==> config.mk <==
export PLATFORM = sky130hd
export DESIGN_NAME = ind_ram
export DESIGN_NICKNAME = d
export VERILOG_FILES = /design/src/sv/interval_neighbour_distances_core_defines.svh /design/src/sv/ind_ram.sv
export SDC_FILE = /design/constraint.sdc
export NUM_CORES = 1
export LEC_CHECK = 0
export ABC_AREA = 1
export BUFFER_PORTS_ARGS = -buffer_cell sky130_fd_sc_hd__buf_2
export CAP_MARGIN = 15
export CORE_MARGIN = 3
export CORE_UTILIZATION = 60
export CTS_BUF_LIST = sky130_fd_sc_hd__clkbuf_4 sky130_fd_sc_hd__clkbuf_8 sky130_fd_sc_hd__clkbuf_16
export CTS_CLUSTER_DIAMETER = 200
export DETAILED_ROUTE_END_ITERATION = 12
export GPL_ROUTABILITY_DRIVEN = 0
export HOLD_SLACK_MARGIN = 0.03
export PLACE_DENSITY = 0.78
export SYNTH_ARGS = -nofsm -noshare
export SYNTH_HDL_FRONTEND = slang
export SYNTH_SLANG_ARGS = --single-unit
==> constraint.sdc <==
create_clock -name aclk -period 1.1 [get_ports aclk]
set_input_delay 0.055 -clock aclk [delete_from_list [all_inputs] [get_ports aclk]]
set_output_delay 0.055 -clock aclk [all_outputs]
set_load 0.02 [all_outputs]
==> src/sv/interval_neighbour_distances_core_defines.svh <==
// assertion macros shared by the interval neighbour distance rtl
`ifndef INTERVAL_NEIGHBOUR_DISTANCES_CORE_DEFINES_SVH
`define INTERVAL_NEIGHBOUR_DISTANCES_CORE_DEFINES_SVH

// same-cycle implication, checked outside reset
`define IND_ASSERT_NOW(label, clk, rstn, ante, cons, msg) \
    label: assert property (@(posedge clk) disable iff (!(rstn)) (ante) |-> (cons)) \
        else $error(msg);

// next-cycle implication, checked outside reset
`define IND_ASSERT_NEXT(label, clk, rstn, ante, cons, msg) \
    label: assert property (@(posedge clk) disable iff (!(rstn)) (ante) |=> (cons)) \
        else $error(msg);

`endif

==> src/sv/ind_ram.sv <==
// generic single write port, single read port ram with registered read
module ind_ram #(
    parameter int WIDTH = 8,
    parameter int DEPTH = 16,
    localparam int AW   = $clog2(DEPTH)
) (
    input  logic             aclk,
    input  logic             wr_en,
    input  logic [AW-1:0]    wr_addr,
    input  logic [WIDTH-1:0] wr_data,
    input  logic             rd_en,
    input  logic [AW-1:0]    rd_addr,
    output logic [WIDTH-1:0] rd_data
);

    logic [WIDTH-1:0] mem [DEPTH];
    logic [WIDTH-1:0] rd_data_reg;

    // write port
    always_ff @(posedge aclk) begin
        if (wr_en) begin
            mem[wr_addr] <= wr_data;
        end
    end

    // registered read port
    always_ff @(posedge aclk) begin
        if (rd_en) begin
            rd_data_reg <= mem[rd_addr];
        end
    end

    assign rd_data = rd_data_reg;

endmodule

==> metrics.cfg, run 1 <==
[run_status]
status = finished, violations left
violations = negative setup slack

[cts]
clk_path_buf_depth = 2
cts_buffers = 17
cts.htree.levels = 4
cts-root-buf = clkbuf_8
postCtsSetupRepairBufs = 0
cts_tree = yes
clkTransAtPathRegs_ns = 0.06
worstSkewPairLatency_ns = 0.52
cts.sinks = 136

[timing]
maxSlewHeadroom = 0.558
setup_violations = 10
tightest_slew_ns = 0.662
worst_slack_ns = -0.0885
grt_setup_unrepaired = yes
timing.final.crit_share = 1.08
skew_ns = 0.00510
timing.fmax_mhz = 841
hold_viol = 0
finalMaxSlewViolations = 0
fin_crit_ns = 1.19

[grt]
grt_pass1_vias = 4058
antenna_found_initial = 0
grt_use_total = 0.264
grt_pass1_wl_um = 21400
grt-ovfl-total = 0
grt_max_degree = 35

[pwr]
power_density_nw_per_um2 = 1660
leakage_nw = 3.16
power_mw = 12.1
irDropWorstVdd_uv = 1080

[detailed_routing]
vias = 4143
drt-wirelength-per-cell_um = 18.5
drtPass1Iterations = 6
ant_nets = 0
routed_wl_um = 14000
drtIter0Drc = 673
drc = 0
vias_per_cell = 5.47

[cells_and_area]
fin_nets = 635
largest_reg_flops = 128
drive_gt1_frac = 0.259
fillers = 585
antenna_cells = 0
synthToLayoutAreaGrowth_pct = 24.9

[floorplan]
coreArea_um2 = 9370
die_w_um = 105
rows = 35
start_util = 0.624
io_pins = 27
dieArea_um2 = 11000
die_y_um = 105

[hold_path]
holdPathStages = 4
holdPathEnd = mem[3][5]$_DFFE_PP_
min_from = wr_en
hold_path_class = primary input to flip-flop

[setup_path]
reg2reg_slack_ns = -0.04
worstPathRequired_ns = 1.04
worstReg2RegEnd = rd_data[4]$_DFFE_PP_
crit_path_end_kind = output port
crit_slowest_cell = edfxtp_1
criticalPathCategory = flip-flop to output port
r2r_cells = 6
path_cells = buf_6
cp-start-kind = flip-flop
crit_fanout = 1
cpPeakStageDelay_ns = 0.45
crit_arrival_ns = 1.13
r2r_start = mem[0][4]$_DFFE_PP_
path_delay_family = flip-flops
worst-path-buf-inv = 1

[synth]
ys_seq_elements = 136
ys_types = 11
synth_area_per_cell_um2 = 10.6
yosysSeqAreaShare = 0.698
synth_cells = 551
synth.net_count = 570
yosysWarnings = 0
syn_area_um2 = 5850

[place]
place_ws_ns = -0.142
portBuffers = 26
dp_hpwl_um = 8460

[run]
drv_cap = 0

cell usage in the layout, fill, tap and decap left out, drive strengths merged:
cell type and n:
nand3b 2, bufinv 2, clkbuf 19, inv 102, dlygate4sd3 11, clkinvlp 4, nand3 97, nor2 17
nand2 173, clkinv 7, buf 59, edfxtp 136
through the flow:
step	setup TNS [ns]	hold slack [ns]	cell area [um2]	instances	utilization
after floorplan	0	0.154	5850	551	-
after global placement	-0.769	0.427	6280	715	0.670
after detailed placement	-0.916	0.429	6280	715	0.670
after CTS	-0.395	0.143	7010	758	0.748
after global routing	-0.822	0.192	7300	758	0.779
final	-0.409	0.164	7300	758	0.779
Yosys cell counts:
library cell | number | share of area
buf_6 | 6 | 0.012
buf_1 | 1 | 0.00064
nor2_1 | 17 | 0.011
edfxtp_1 | 136 | 0.70
nand3b_1 | 2 | 0.0026
buf_2 | 13 | 0.011
buf_4 | 4 | 0.0051
inv_2 | 2 | 0.0013
inv_1 | 100 | 0.064
nand2_1 | 173 | 0.11
nand3_1 | 97 | 0.083
worst max path at each step:
| stage | from | to | slack, ns | cells past startpoint |
|---|---|---|---|---|
| 5_1_grt | rd_data[5]$_DFFE_PP_ | rd_data[5] | -0.1 | 1 |
| 6_report | rd_data[4]$_DFFE_PP_ | rd_data[4] | -0.09 | 1 |
| 2_1_floorplan | wr_addr[3] | mem[4][0]$_DFFE_PP_ | 0.09 | 2 |
| 3_5_place_dp | rd_addr[0] | rd_data[1]$_DFFE_PP_ | -0.14 | 9 |
| 3_3_place_gp | rd_addr[0] | rd_data[3]$_DFFE_PP_ | -0.13 | 9 |
| 4_1_cts | rd_data[5]$_DFFE_PP_ | rd_data[5] | -0.09 | 1 |
power breakdown:
part           internal (mW)  total (mW)  switching (mW)  leakage (nW)
combinational          0.330       0.943           0.613          1.66
clock                   3.25        5.31            2.06         0.268
sequential              5.84        5.88          0.0425          1.24
total                   9.42        12.1            2.72          3.16
area by class of cell:
type	count	area, um2	area share
multi-input cells	289	1530	0.210
inverters	102	383	0.0524
repair buffers	70	582	0.0797
flip-flops and latches	136	4080	0.559
clock inverters	13	131	0.0180
clock buffers	19	429	0.0588
well taps	129	161	0.0221
timing repair:
action,in CTS,in global routing
endpoints found under the hold margin,139,0
hold buffers,11,0
pin swaps,1,34
setup endpoints to repair,12,16
gates resized for setup,15,67
worst reg2reg max path, stage by stage, from the launching register on:
cell      delay [ns]
edfxtp_1        0.38
inv_1           0.07
nand2_1         0.06
nand3_1         0.09
nand3_1         0.11
nand3_1         0.11
nand2_1         0.07
per-layer routing:
metal | vias to the layer above | share of wire | global-route usage
met2 | 233 | 0.50 | 0.425
li1 | 1915 | - | -
met1 | 1953 | 0.38 | 0.347
met3 | 42 | 0.086 | 0.0519
met5 | - | 0 | 0
met4 | 0 | 0.030 | 0.129
logic make-up (layout without fill, tap and decap cells):
logic type	count (synthesis)	in the layout	share of synthesized area
buf+inv	126	204	0.0939
flops	136	136	0.698
simple gates	289	289	0.208
(Power assumes the default switching activity.)
==> run 2: changes to the inputs <==
--- a/config.mk
+++ b/config.mk
@@ -5,7 +5,6 @@
 export SDC_FILE = /design/constraint.sdc
 export NUM_CORES = 1
 export LEC_CHECK = 0
-export ABC_AREA = 1
 export BUFFER_PORTS_ARGS = -buffer_cell sky130_fd_sc_hd__buf_2
 export CAP_MARGIN = 15
 export CORE_MARGIN = 3
==> run 2 against run 1 <==
Effect of this change: the run still ends with negative setup slack left; synthesized cell count is 58% lower; non-clock buffer count is 6 lower; first-iteration DRC count is 64% lower; sequential power hardly changed; critical path depth is 2 higher; final area is 12% lower; flip-flop and latch count stayed put; sequential share of layout area is 7.5 points higher; worst hold slack worse by 0.071 ns.
==> metrics.cfg, run 2 <==
[setup_path]
criticalPathCategory = flip-flop to flip-flop
crit_arrival_ns = 1.72
startpoint = mem[7][2]$_DFFE_PP_
cpPeakStageDelay_ns = 0.54
cp-start-kind = flip-flop
crit_slowest_cell = mux4_2
path_delay_family = multiplexers
crit_path_end_kind = flip-flop
crit_fanout = 1
worst-path-buf-inv = 0
path_cells = mux4_2 -> a22oi_2 -> nand2_1
r2r_start = mem[7][2]$_DFFE_PP_
worstPathRequired_ns = 1.37

[synth]
ys_seq_elements = 136
synth_area_leader_cell = edfxtp_1
yosys-top-cells-area = edfxtp_1 (78%), mux4_2 (7.8%), mux4_1 (7.0%), a22oi_1 (2.3%), nor2_1 (0.93%)
synthArstFlopShare = 0
synth_compound_gate_area_share = 0.0230
synth_simple_gate_area_frac = 0.0314
synth_ff_type = edfxtp_1
yosysMostFrequentCell = edfxtp_1
syn_area_um2 = 5230
ys_top_cells_by_count = edfxtp_1 (136), mux4_2 (18), a22oi_1 (16), mux4_1 (14), nor2_1 (13)
synth_top_family_by_area = multiplexers
ys_types = 18
synth_fa_ha_area_frac = 0
synth_cells = 229
synth_top_cell_area_share = 0.781
synth-edff-count = 136
yosysSeqAreaShare = 0.781
yosysWarnings = 0
synthMuxAreaShare = 0.148
synth.net_count = 248
synth_xor_area_frac = 0
synth_area_per_cell_um2 = 22.8

[detailed_routing]
vias_per_cell = 6.14
drc = 0
drtPass1Iterations = 4
vias = 2580
drt-wirelength-per-cell_um = 24.3
routed_wl_um = 10200
ant_nets = 0
drtIter0Drc = 241

[run]
drv_cap = 0

[floorplan]
die_w_um = 99.3
die_y_um = 99.3
io_pins = 27
coreArea_um2 = 8340
rows = 33
start_util = 0.627
dieArea_um2 = 9870

[timing]
tightest_slew_ns = 0.862
fin_tns_setup_ns = -2.57
fin_crit_ns = 1.45
timing.hold.ws_ns = 0.0930
timing.fmax_mhz = 690
setup_violations = 10
timing.final.crit_share = 1.32
hold_viol = 0
worst_slack_ns = -0.349
finalMaxSlewViolations = 0
maxSlewHeadroom = 0.424
skew_ns = 0.00461
grt_setup_unrepaired = yes

[pwr]
seq_power_share = 0.487
intPower_mw = 9.64
power_density_nw_per_um2 = 1880
power_mw = 12.1
leakage_nw = 2.17
power_frac_clock = 0.456
pwr-share-comb = 0.057
irDropWorstVdd_uv = 1210
switching_share = 0.202
switchingPower_mw = 2.44

[cells_and_area]
fin_nets = 321
synthToLayoutAreaGrowth_pct = 23.2
antenna_cells = 0
fillers = 408
mostFrequentLayoutCells = edfxtp_1 (136), mux4_2 (32), buf_2 (21), buf_4 (21), clkbuf_16 (16)
instances_no_fill = 420
largest_reg_flops = 128
final_common_cell = edfxtp_1
postLayoutCoreUtil = 0.772
drive_gt1_frac = 0.413

[grt]
grt_max_degree = 19
antenna_found_initial = 0
use_met2 = 0.364
grt_use_total = 0.236
grtUsageMet1 = 0.338
grt_pass1_vias = 2703
grt-ovfl-total = 0
met3_usage = 0.0596
grt_busiest_layer = met2
grt_pass1_wl_um = 16100

[cts]
worstSkewPairLatency_ns = 0.52
cts-root-buf = clkbuf_8
clkTransAtPathRegs_ns = 0.06
cts.htree.levels = 4
cts.sinks = 136
cts_tree = yes
clk_path_buf_depth = 2
cts_buffers = 17

[hold_path]
min_from = wr_addr[0]
hold_path_class = primary input to flip-flop

[place]
dp_hpwl_um = 6330
portBuffers = 26
dp_cells = 379

[run_status]
status = finished, violations left
violations = negative setup slack

## run 2: cell types whose count changed in the layout (fill, tap and decap cells not counted), moves of 6 or more
cell     previous run  this run
nand3_2            54         0
inv_1              98         0
nand2_1           159         9
buf_4              28        21
a22oi_2             0         6
mux4_2              0        32
nor2_1             17        10
a22oi_1             0        10
nand2_2            14         0
nand3_1            42         1
## run 2: final cells by class
type	count	area [um2]	area share
well taps	105	131	0.0204
multi-input cells	83	1070	0.166
flip-flops and latches	136	4080	0.634
clock buffers	19	429	0.0666
repair buffers	64	569	0.0884
clock inverters	13	155	0.0241
## run 2: layer usage
layer  vias to the layer above  part of all wire
met5                         -                 0
met4                         0            0.0088
met3                         9             0.078
met2                       129              0.51
met1                      1326              0.40
li1                       1116                 -
## run 2: stage by stage
step | setup WS (ns) | instance area [um2]
2_1_floorplan | -0.166 | 5250
3_3_place_gp | -0.478 | 5700
3_5_place_dp | -0.505 | 5700
4_1_cts | -0.360 | 6430
5_1_grt | -0.393 | 6440
6_report | -0.349 | 6440
## run 2: timing repair
item / 4_1_cts / 5_1_grt
pin swaps: 2 / 2
endpoints found under the setup margin: 16 / 16
gates resized for setup: 13 / 3
hold buffers: 9 / 0
buffers inserted: 0 / 0
hold endpoints to repair: 136 / 0
## run 2: power by group through the flow
stage / logic, mW / clock network, mW / registers, mW
finish: 0.693 / 5.51 / 5.88
global route: 0.744 / 5.84 / 5.88
CTS: 0.692 / 5.57 / 5.88
detailed placement: 0.636 / 0 / 5.98
global placement: 0.620 / 0 / 5.97
floorplan: 0.327 / 0 / 6.00
## run 2: cells by family after synthesis
| group | Yosys count |
|---|---|
| simple gates | 35 |
| buf+inv | 10 |
| compound gates | 16 |
| mux | 32 |
| flops | 136 |
## run 2: tightest hold or removal path: stages
cell    delay, ns
buf_2        0.15
nor3_2       0.06
buf_4        0.17
## run 2: final timing paths
check                          to  slack, ns  depth (start not counted)
max          rd_data[2]$_DFFE_PP_      -0.35                          3
min          mem[12][0]$_DFFE_PP_       0.09                          3
max reg2reg  rd_data[2]$_DFFE_PP_      -0.35                          3
min reg2reg  rd_data[7]$_DFFE_PP_       0.77                          3
